`config.mk`:
```
export PLATFORM = sky130hd
export DESIGN_NAME = mm4_sat
export DESIGN_NICKNAME = d
export VERILOG_FILES = /design/src/rtl/core/matrix_multiply_4x4_core_assert.svh /design/src/rtl/core/mm4_pkg.sv /design/src/rtl/core/mm4_sat.sv
export SDC_FILE = /design/constraint.sdc
export NUM_CORES = 1
export LEC_CHECK = 0
export BUFFER_PORTS_ARGS = -buffer_cell sky130_fd_sc_hd__buf_2
export CELL_PAD_IN_SITES_DETAIL_PLACEMENT = 1
export CELL_PAD_IN_SITES_GLOBAL_PLACEMENT = 2
export CORE_ASPECT_RATIO = 0.9
export CORE_MARGIN = 5
export CORE_UTILIZATION = 19
export CTS_CLUSTER_DIAMETER = 60
export DETAILED_ROUTE_END_ITERATION = 16
export PLACE_DENSITY_LB_ADDON = 0.1
export SKIP_LAST_GASP = 1
export SLEW_MARGIN = 20
export SYNTH_ARGS = -nofsm -noshare
export SYNTH_HDL_FRONTEND = slang
export SYNTH_SLANG_ARGS = --single-unit
```
`constraint.sdc`:
```
create_clock -name i_clk -period 1.5 [get_ports i_clk]
set_input_delay 0.075 -clock i_clk [delete_from_list [all_inputs] [get_ports i_clk]]
set_output_delay 0.075 -clock i_clk [all_outputs]
set_load 0.02 [all_outputs]
```
`src/rtl/core/matrix_multiply_4x4_core_assert.svh`:
```
// Assertion macros for the matrix multiply core.
`ifndef MATRIX_MULTIPLY_4X4_CORE_ASSERT_SVH
`define MATRIX_MULTIPLY_4X4_CORE_ASSERT_SVH

// Same-cycle implication, checked out of reset.
`define MM4_ASSERT_NOW(label, ante, cons, msg) \
    label: assert property (@(posedge i_clk) disable iff (!i_rst_n) (ante) |-> (cons)) \
        else $error(msg);

// Next-cycle implication, checked out of reset.
`define MM4_ASSERT_NEXT(label, ante, cons, msg) \
    label: assert property (@(posedge i_clk) disable iff (!i_rst_n) (ante) |=> (cons)) \
        else $error(msg);

`endif

```
`src/rtl/core/mm4_pkg.sv`:
```
package mm4_pkg;

    localparam int unsigned ELEM_W        = 32;
    localparam int unsigned IDX_W         = 4;
    localparam int unsigned OP_W          = 2;
    localparam int unsigned DIM           = 4;
    localparam int unsigned PROD_W        = 2 * ELEM_W;
    localparam int unsigned SUM_W         = PROD_W + 2;
    localparam int unsigned FRAC_BITS_DEF = 16;

    typedef enum logic [OP_W-1:0] {
        OP_LOAD_LEFT  = 2'd0,
        OP_LOAD_RIGHT = 2'd1,
        OP_MULTIPLY   = 2'd2
    } t_op;

    // Element write broadcast to every cell
    typedef struct packed {
        logic              we_left;
        logic              we_right;
        logic [IDX_W-1:0]  idx;
        logic [ELEM_W-1:0] value;
    } t_load;

    // Partial sum travelling down the chain
    typedef struct packed {
        logic              vld;
        logic [IDX_W-1:0]  idx;
        logic [SUM_W-1:0]  sum;
    } t_cell_bus;

endpackage

```
`src/rtl/core/mm4_sat.sv`:
```
module mm4_sat
    import mm4_pkg::*;
#(
    parameter int unsigned FRAC_BITS = FRAC_BITS_DEF
) (
    input  logic              i_clk,
    input  logic              i_rst_n,
    input  t_cell_bus         i_bus,
    output logic              o_valid,
    output logic [IDX_W-1:0]  o_idx,
    output logic [ELEM_W-1:0] o_value,
    output logic              o_last
);

    localparam logic [ELEM_W-1:0] MAX_POS = {1'b0, {(ELEM_W-1){1'b1}}};
    localparam logic [ELEM_W-1:0] MIN_NEG = {1'b1, {(ELEM_W-1){1'b0}}};
    localparam logic [IDX_W-1:0]  IDX_LAST = {IDX_W{1'b1}};

    logic [SUM_W-1:0]  shifted;
    logic              fits;
    logic [ELEM_W-1:0] n_value;
    logic              r_valid;
    logic [IDX_W-1:0]  r_idx;
    logic [ELEM_W-1:0] r_value;
    logic              r_last;

    always_comb begin
        shifted = SUM_W'($signed(i_bus.sum) >>> FRAC_BITS);
        fits    = (&shifted[SUM_W-1:ELEM_W-1]) || !(|shifted[SUM_W-1:ELEM_W-1]);
        if (fits) begin
            n_value = shifted[ELEM_W-1:0];
        end else if (i_bus.sum[SUM_W-1]) begin
            n_value = MIN_NEG;
        end else begin
            n_value = MAX_POS;
        end
    end

    always_ff @(posedge i_clk) begin
        if (!i_rst_n) begin
            r_valid <= 1'b0;
        end else begin
            r_valid <= i_bus.vld;
        end
        r_idx   <= i_bus.idx;
        r_value <= n_value;
        r_last  <= (i_bus.idx == IDX_LAST);
    end

    assign o_valid = r_valid;
    assign o_idx   = r_idx;
    assign o_value = r_value;
    assign o_last  = r_last;

endmodule

```
==> impl_results.rst <==
.. list-table::
   :header-rows: 1

   * - Metric
     - Value
   * - Slowest cell on the critical path
     - dlygate4sd3_1
   * - Overall routed net length
     - 4.03 mm
   * - Final-layout setup total negative slack
     - 0 ns
   * - RePlAce Congestion
     - 0.653
   * - Fmax achieved
     - 820 MHz
   * - Final cell count without fillers
     - between 300 and 400
   * - Type of the worst setup path
     - in -> reg
   * - Total routing usage reported by global routing
     - 0.103
   * - Routed vias/inst
     - 3.91
   * - Number of global-route vias before repair
     - 1,417
   * - FP Rows
     - 27
   * - Chip width
     - 93.6 um
   * - Max incr delay on CP
     - 0.55 ns
   * - NetSw
     - 509 uW
   * - Period utilization
     - 0.813
   * - Proportion of layout cells with a drive suffix above 1
     - 0.487
   * - Netlist cell types
     - 14
   * - Post-synthesis register bit count
     - 38
   * - Clock network power share
     - 0.379
   * - Cts bufs inserted
     - 5
   * - Placed cell count
     - 273
   * - Unrepaired setup endpoints after global routing
     - false
   * - Clock tree from TritonCTS
     - built
   * - Number of nets at the end of the flow
     - 303
   * - Pin count of the biggest net entering global routing
     - 22
   * - Final standard cell area without fillers
     - 2270 um^2
   * - Class of the tightest hold or removal check
     - in -> reg
   * - Initial core utilization
     - 0.195
   * - Max VDD drop
     - 0.000353 V
   * - Post-Synthesis Cells
     - 93
   * - Max Cap Viol
     - 0
   * - Root Buffer
     - clkbuf_8
   * - Total iterations of the first detailed-routing run
     - 2
   * - Kind of launch point of the worst setup path
     - primary input
   * - Clk pin slew, worst setup/hold paths
     - 0.07 ns
   * - Count of boundary I/O pins
     - 111
   * - Initial antenna violation count
     - 0
   * - Vias after detailed routing
     - 1,238
   * - Die Span Y
     - 85.2 um
   * - Number of diodes
     - 0
   * - CTS Buffer Depth
     - 2
   * - Port Buffer Count
     - 94
   * - Quantity of gates resized following cts
     - 0
   * - Min Tclk post-route
     - 1.22 ns
   * - Synthesized area per cell
     - 12.8 um^2
   * - Post-route total power
     - 2.29 mW
   * - Type of destination of the critical path
     - flop
   * - Post-layout worst setup margin
     - 0.280 ns
   * - Cell-internal power
     - 1.78 mW
   * - Sequential cell fraction of total power
     - 0.469
   * - Comb power frac
     - 0.152
   * - Worst hold margin
     - 0.0540 ns
   * - Worst Path Required
     - 1.67 ns
   * - Power density normalized to cell area
     - approximately 1000 nW/um^2
   * - Most common library cell in the layout ignoring fill and taps
     - buf_2
   * - Global-route wire length before repair
     - roughly 6.5 mm
   * - Cell type contributing the most total cell area after synthesis
     - dfxtp_1
   * - Wirelength per Cell
     - about 13 um
   * - Most used cells in the layout excluding fill and tap cells
     - buf_2, dfxtp_1, dlygate4sd3_1
   * - Net Sw Frac
     - 0.222
   * - Clock sink count
     - 38
   * - Largest cells by area after synthesis
     - dfxtp_1, a21o_1, buf_6
   * - Leakage power of the design
     - around 1.2 nW
   * - Remaining global-route overflow
     - 0
   * - Result of the run
     - finished clean
   * - DRC violation total after the first TritonRoute iteration
     - 12
   * - Final number of setup-violating endpoints
     - 0
   * - Warnings from Yosys
     - 0
   * - Total count of hold-check failures in the final report
     - 0
   * - Worst-path maximum fanout
     - 1
   * - Max H-tree Level
     - 2
   * - Cell breakdown of the critical path
     - dlygate4sd3_1, buf_2, and2_1, dlygate4sd3_1
   * - Worst rel slew slack
     - 0.803
   * - HPWL reported at the end of detailed placement
     - 2.95 mm
   * - Cell with the most instances on the worst path
     - dlygate4sd3_1
   * - Slew at the pin closest to its max-slew limit
     - between 0.2 and 0.3 ns
   * - ANT nets after route
     - 0
   * - Post-synthesis instance area
     - between 1000 and 1500 um^2
   * - Sequential share of the synthesized area
     - 0.637
   * - Remaining DRCs
     - 0
   * - Proportion of netlist area held by the largest area contributor
     - 0.637
   * - Die Footprint
     - 7970 um^2
   * - Dpl cell area
     - 1780 um^2
   * - P&R area growth vs syn
     - 89.8%
   * - Pre-CTS setup slack
     - -0.00916 ns
   * - Core box area
     - slightly above 6000 um^2
   * - Mapped Nets
     - 166
   * - Arrival time of data at the critical path endpoint
     - 1.39 ns
   * - Final Core Density
     - 0.371
   * - Pins over their slew limit
     - 0
synth_stat cells, drive strengths merged:
cell     n
a21o    31
a311oi   1
a31o     1
and2     1
and3     1
and4     1
buf      6
clkbuf   1
dfxtp   38
nand4    5
nor2     2
nor4     5
area by class of cell:
| class | instances | area, um^2 |
|---|---|---|
| Sequential cell | 38 | 761 |
| Multi-Input combinational cell | 48 | 373 |
| Timing Repair Buffer | 137 | 911 |
| Tap cell | 87 | 109 |
| Fill cell | 696 | 3850 |
| Clock buffer | 6 | 82.6 |
| Clock inverter | 1 | 30.0 |
critical path, delay by kind of cell:
| kind | cells | cell delay, ns |
|---|---|---|
| buffers and inverters | 3 | 1.19 |
| and+or+nand+nor | 1 | 0.12 |
per-layer routing:
layer / GRT usage / vias to the layer above / wire, um / part of all wire
met5: 0 / - / 0 / 0
met4: 0.0276 / 0 / 21 / 0.0052
li1: - / 605 / - / -
met1: 0.102 / 576 / 1480 / 0.37
met3: 0.0461 / 2 / 376 / 0.093
met2: 0.195 / 55 / 2160 / 0.53
cell families after synthesis:
logic type             after synthesis  synth area share
AO/OA/AOI/OAI                       33             0.216
buffers and inverters                7            0.0597
flip-flops                          38             0.637
AND/OR/NAND/NOR                     15            0.0870
state kept, by name, indices dropped and copies added, names as in the netlist:
name and flops:
o_value 32, o_idx 4, o_valid 1, o_last 1
power groups by stage:
stage	Sequential, mW	Combinational [mW]	Clock, mW
detailed placement	1.10	0.277	0
global placement	1.10	0.271	0
CTS	1.07	0.353	0.914
floorplan	1.17	0.0556	0
global route	1.08	0.379	0.956
finish	1.07	0.349	0.867
path summary, 6_finish.rpt:
check                 start                   to  slack, ns  cells past startpoint
setup / recovery  i_bus[70]   o_valid$_SDFF_PN0_       0.28                      4
hold / removal    i_bus[65]  o_value[31]$_DFF_P_       0.05                      2
repair_timing:
item / CTS / global route
setup endpoints to repair: 0 / 0
endpoints found under the hold margin: 36 / 0
hold buffers: 37 / 0
setup buffers: 0 / 0
(Power assumes the default switching activity.)
