==> config.mk <==
export PLATFORM = sky130hd
export DESIGN_NAME = mm4_cell
export DESIGN_NICKNAME = d
export VERILOG_FILES = /design/src/rtl/core/matrix_multiply_4x4_core_assert.svh /design/src/rtl/core/mm4_pkg.sv /design/src/rtl/core/mm4_cell.sv
export SDC_FILE = /design/constraint.sdc
export NUM_CORES = 2
export LEC_CHECK = 0
export BUFFER_PORTS_ARGS = -buffer_cell sky130_fd_sc_hd__buf_2
export CORE_UTILIZATION = 35
export DETAILED_ROUTE_END_ITERATION = 10
export GPL_ROUTABILITY_DRIVEN = 0
export PLACE_DENSITY = 0.58
export SLEW_MARGIN = 30
export SYNTH_ARGS = -nofsm -noshare
export SYNTH_HDL_FRONTEND = slang
export SYNTH_SLANG_ARGS = --single-unit
==> constraint.sdc <==
create_clock -name i_clk -period 13.16 [get_ports i_clk]
set_clock_uncertainty 0.1 [all_clocks]
set_input_delay 2.632 -clock i_clk [delete_from_list [all_inputs] [get_ports i_clk]]
set_output_delay 2.632 -clock i_clk [all_outputs]
set_load 0.05 [all_outputs]
==> src/rtl/core/matrix_multiply_4x4_core_assert.svh <==
// Assertion macros for the matrix multiply core.
`ifndef MATRIX_MULTIPLY_4X4_CORE_ASSERT_SVH
`define MATRIX_MULTIPLY_4X4_CORE_ASSERT_SVH

// Same-cycle implication, checked out of reset.
`define MM4_ASSERT_NOW(label, ante, cons, msg) \
    label: assert property (@(posedge i_clk) disable iff (!i_rst_n) (ante) |-> (cons)) \
        else $error(msg);

// Next-cycle implication, checked out of reset.
`define MM4_ASSERT_NEXT(label, ante, cons, msg) \
    label: assert property (@(posedge i_clk) disable iff (!i_rst_n) (ante) |=> (cons)) \
        else $error(msg);

`endif

==> src/rtl/core/mm4_pkg.sv <==
package mm4_pkg;

    localparam int unsigned ELEM_W        = 32;
    localparam int unsigned IDX_W         = 4;
    localparam int unsigned OP_W          = 2;
    localparam int unsigned DIM           = 4;
    localparam int unsigned PROD_W        = 2 * ELEM_W;
    localparam int unsigned SUM_W         = PROD_W + 2;
    localparam int unsigned FRAC_BITS_DEF = 16;

    typedef enum logic [OP_W-1:0] {
        OP_LOAD_LEFT  = 2'd0,
        OP_LOAD_RIGHT = 2'd1,
        OP_MULTIPLY   = 2'd2
    } t_op;

    // Element write broadcast to every cell
    typedef struct packed {
        logic              we_left;
        logic              we_right;
        logic [IDX_W-1:0]  idx;
        logic [ELEM_W-1:0] value;
    } t_load;

    // Partial sum travelling down the chain
    typedef struct packed {
        logic              vld;
        logic [IDX_W-1:0]  idx;
        logic [SUM_W-1:0]  sum;
    } t_cell_bus;

endpackage

==> src/rtl/core/mm4_cell.sv <==
module mm4_cell
    import mm4_pkg::*;
#(
    parameter int unsigned CELL_K = 0
) (
    input  logic      i_clk,
    input  logic      i_rst_n,
    input  t_load     i_load,
    input  t_cell_bus i_bus,
    output t_cell_bus o_bus
);

    localparam logic [1:0] K = CELL_K[1:0];

    // Column K of the left matrix, row K of the right matrix
    logic [ELEM_W-1:0] r_left  [DIM];
    logic [ELEM_W-1:0] r_right [DIM];

    logic              r_s1_vld;
    logic [IDX_W-1:0]  r_s1_idx;
    logic [SUM_W-1:0]  r_s1_sum;
    logic [PROD_W-1:0] r_prod;
    logic [PROD_W-1:0] n_prod;
    t_cell_bus         r_out;

    always_ff @(posedge i_clk) begin
        if (!i_rst_n) begin
            for (int i = 0; i < DIM; i++) begin
                r_left[i]  <= '0;
                r_right[i] <= '0;
            end
        end else begin
            if (i_load.we_left && (i_load.idx[1:0] == K)) begin
                r_left[i_load.idx[3:2]] <= i_load.value;
            end
            if (i_load.we_right && (i_load.idx[3:2] == K)) begin
                r_right[i_load.idx[1:0]] <= i_load.value;
            end
        end
    end

    always_comb begin
        n_prod = PROD_W'($signed(r_left[i_bus.idx[3:2]]) * $signed(r_right[i_bus.idx[1:0]]));
    end

    // Stage 1: multiply; stage 2: accumulate onto the incoming sum
    always_ff @(posedge i_clk) begin
        if (!i_rst_n) begin
            r_s1_vld  <= 1'b0;
            r_out.vld <= 1'b0;
        end else begin
            r_s1_vld  <= i_bus.vld;
            r_out.vld <= r_s1_vld;
        end
        r_s1_idx  <= i_bus.idx;
        r_s1_sum  <= i_bus.sum;
        r_prod    <= n_prod;
        r_out.idx <= r_s1_idx;
        r_out.sum <= r_s1_sum + {{(SUM_W-PROD_W){r_prod[PROD_W-1]}}, r_prod};
    end

    assign o_bus = r_out;

endmodule

==> results.yml <==
sta:
  post-route-period-util_pct: 85.7
  hold_violations: 0
  min_period_ns: 11.27
  fin_setup_tns_ns: 0
  finalSetupViolCount: 0
  rsz0062_at_grt: "no"
  final_max_tran_viols: 0
  post-route-worst-setup-slack_ns: 1.89
  maxSlewHeadroom_pct: 31.8
  timing_worst_slew_pin_value_ns: 1.02
  fmax_ghz: 0.0887
clocking:
  ctsHtreeMaxLevel: 2
  cts.path.max_buffers: 3
  postCtsResizedCells: 0
  cts-root-buf: "sky130_fd_sc_hd__clkbuf_16"
  cts_tree: "yes"
  cts.hold.buffers_added: 0
  clk_latency_ns: 0.70
  cts_num_sinks: 462
  post-cts-setup-buffer-count: 0
  clkTransAtPathRegs_ns: 0.06
  tritoncts.num_buffers: 56
synthesis:
  synth_top_area_share_pct: 39.2
  avgSynthCellArea_um2: 9.84
  synthFlopType: "sky130_fd_sc_hd__edfxtp_1"
  synthesis.yosys.warnings: 0
  synth_top_family_by_area: "adder cells"
  synth_mux_area_share_pct: 2.53
  post_synthesis_sequential_element_count: 462
  post_synth_and_or_nand_nor_area_fraction_pct: 13.5
  synthesis.area_mm2: 0.0553
  synthDistinctLibCells: 81
  netlist_instances: 5617
  synth_xor_xnor_area_share_pct: 2.09
  number_of_synthesized_flops_with_an_enable_pin: 256
  synth_top_cell_by_area: "sky130_fd_sc_hd__fa_1"
  ys_seq_area_share_pct: 21.4
  synth_top_cells_by_area: "sky130_fd_sc_hd__fa_1 39%, sky130_fd_sc_hd__edfxtp_1 14%, sky130_fd_sc_hd__dfxtp_1 7.5%"
  syn_nets: 7060
  synth-compound-area-share_pct: 6.53
  post_synth_fa_ha_maj_area_fraction_pct: 44.8
  async_reset_ff_share_pct: 0
grt:
  grt_resource_usage_total_pct: 22.2
  grt_antenna_before_repair: 14
  pin_count_of_the_biggest_net_entering_global_routing: 68
  grt_overflow: 0
  first_global_vias: 42300
  wire_length_of_the_first_global_routing_pass_mm: 264
worst_setup_path:
  crit_arrival_ns: 11.74
  path_max_fanout: 20
  cp_data_required_time_ns: 13.63
  worst_setup_path_end_kind: "register"
  critical-path-slowest-cell: "sky130_fd_sc_hd__o21a_1"
  reg2reg_to: "r_prod[50]"
  type_of_origin_of_the_critical_path: "primary input"
  path_common_cell: "sky130_fd_sc_hd__fa_1"
  r2r-start: "r_right[3][2]"
  cp_slowest_stage_delay_ns: 0.72
  criticalPathCategory: "primary input to register"
  depth_of_the_most_critical_reg_to_reg_path: 25
  ff2ff_setup_slack_ns: 4.28
routing:
  routed_wire_length_per_instance_um: 22.4
  vias_per_cell: 5.10
  detail_route.drc_violations: 0
  1st_pass_router_iterations: 8
  initialDrtViolationCount: 3238
  wl_mm: 175
  overall_via_count_from_detail_route: 39900
  drtAntennaViolNets: 0
floorplanning:
  die_area_mm2: 0.160
  initial_core_util_pct: 35.3
  core_mm2: 0.157
  floorplan.io_pins: 182
  floorplan.rows: 145
  die_h_um: 399
  die_width_um: 399
status:
  outcome: "complete, no violations"
worst_hold_path:
  holdCritStartpoint: "r_s1_idx[2]"
  worst_hold_path.endpoint: "o_bus[68]"
  min_delay_path_depth: 0
  hold_class: "register to register"
finish:
  area.sequential_mm2: 0.0118
  layout_common_cells: "1083 x sky130_fd_sc_hd__fa_1, 1050 x sky130_fd_sc_hd__inv_1, 620 x sky130_fd_sc_hd__nand2_1, 571 x sky130_fd_sc_hd__nor2_1, 256 x sky130_fd_sc_hd__edfxtp_1"
  fraction_of_layout_instances_using_a_drive_strength_above_1_pct: 9.17
  multi_input_comb_area_mm2: 0.0386
  nets: 7155
  layout.cell_area.non_filler_mm2: 0.0609
  syn2layout_area_growth_pct: 10.1
  final_common_cell: "sky130_fd_sc_hd__fa_1"
  fillCellCount: 15500
run:
  max_cap_violations: 0
placed_design:
  placed_area_mm2: 0.0590
  place_ws_ns: 1.15
  portBuffers: 181
  post-dp-hpwl_mm: 136
[cell usage after synthesis, drive strengths merged, types with 5 or more instances]
master,count
a211oi,7
a21boi,5
a21o,81
a21oi,142
a311oi,5
a31oi,15
a41oi,11
and2,234
and3,89
and4,5
buf,24
clkbuf,265
dfxtp,206
edfxtp,256
fa,1083
ha,249
inv,1050
mux2,57
mux2i,60
mux4,7
nand2,620
nand2b,26
nand3,36
nand4,31
nor2,573
nor2b,13
nor3,13
nor3b,5
nor4,5
o211ai,14
o21a,69
o21ai,133
o21bai,27
o31ai,5
or2,5
or3,5
xnor2,89
xor2,43
[state kept, by name, indices dropped and copies added, names as in the netlist]
register  flops
r_s1_sum     66
r_left      128
r_s1_idx      4
o_bus        71
r_right     128
r_s1_vld      1
r_prod       64
[worst max-delay path by stage]
stage                             to  slack (ns)       from
after floorplan           r_prod[62]        1.76  i_bus[66]
after global placement    r_prod[60]        1.18  i_bus[68]
after detailed placement  r_prod[60]        1.15  i_bus[66]
after CTS                 r_prod[60]        1.91  i_bus[66]
after global routing      r_prod[54]        1.59  i_bus[67]
final                     r_prod[50]        1.89  i_bus[66]
[metrics by stage]
| stage | hold slack [ns] | util, % | cells |
|---|---|---|---|
| after floorplan | 0.210 | - | 5617 |
| after global placement | 0.211 | 37.6 | 7708 |
| after detailed placement | 0.212 | 37.7 | 7711 |
| after CTS | 0.226 | 38.9 | 7814 |
| after global routing | 0.228 | 38.9 | 7815 |
| final | 0.225 | 38.9 | 7816 |
[final cells by class]
class | count | share of cell area [%]
inverters | 1050 | 6.47
clock inverters | 26 | 0.544
multi-input cells | 3816 | 63.4
flip-flops and latches | 462 | 19.4
clock buffers | 77 | 2.49
diodes | 1 | 0.00411
repair buffers | 326 | 3.49
well taps | 2058 | 4.23
[worst max-delay path, delay by kind of cell]
family / cells / cell delay (ns)
adders and majority gates: 9 / 4.46
muxes: 1 / 0.18
buffers and inverters: 8 / 1.41
and+or+nand+nor: 5 / 1.04
AOI/OAI and AO/OA: 6 / 1.92
[metal layers]
metal  track usage (%)  vias to the layer above  routed length (um)
met5                 0                        -                 160
met4              8.70                       24                7760
met3              6.23                      359               18400
met2              33.8                     1847               75400
met1              29.9                    20200               73400
li1                  -                    17400                   -
[logic make-up (layout without fill, tap and decap cells)]
group                      count (synthesis)  after routing
AOI/OAI and AO/OA                        555            555
xor gates and xnor gates                 132            132
adders and majority gates               1332           1332
buffers and inverters                   1339           1479
DFF                                      462            462
muxes                                    124            124
other                                      0              1
and+or+nand+nor                         1673           1673
Power is left out: the tool's default activity adds up to more than one toggle a clock period on the data nets, which glitch-free logic cannot reach.
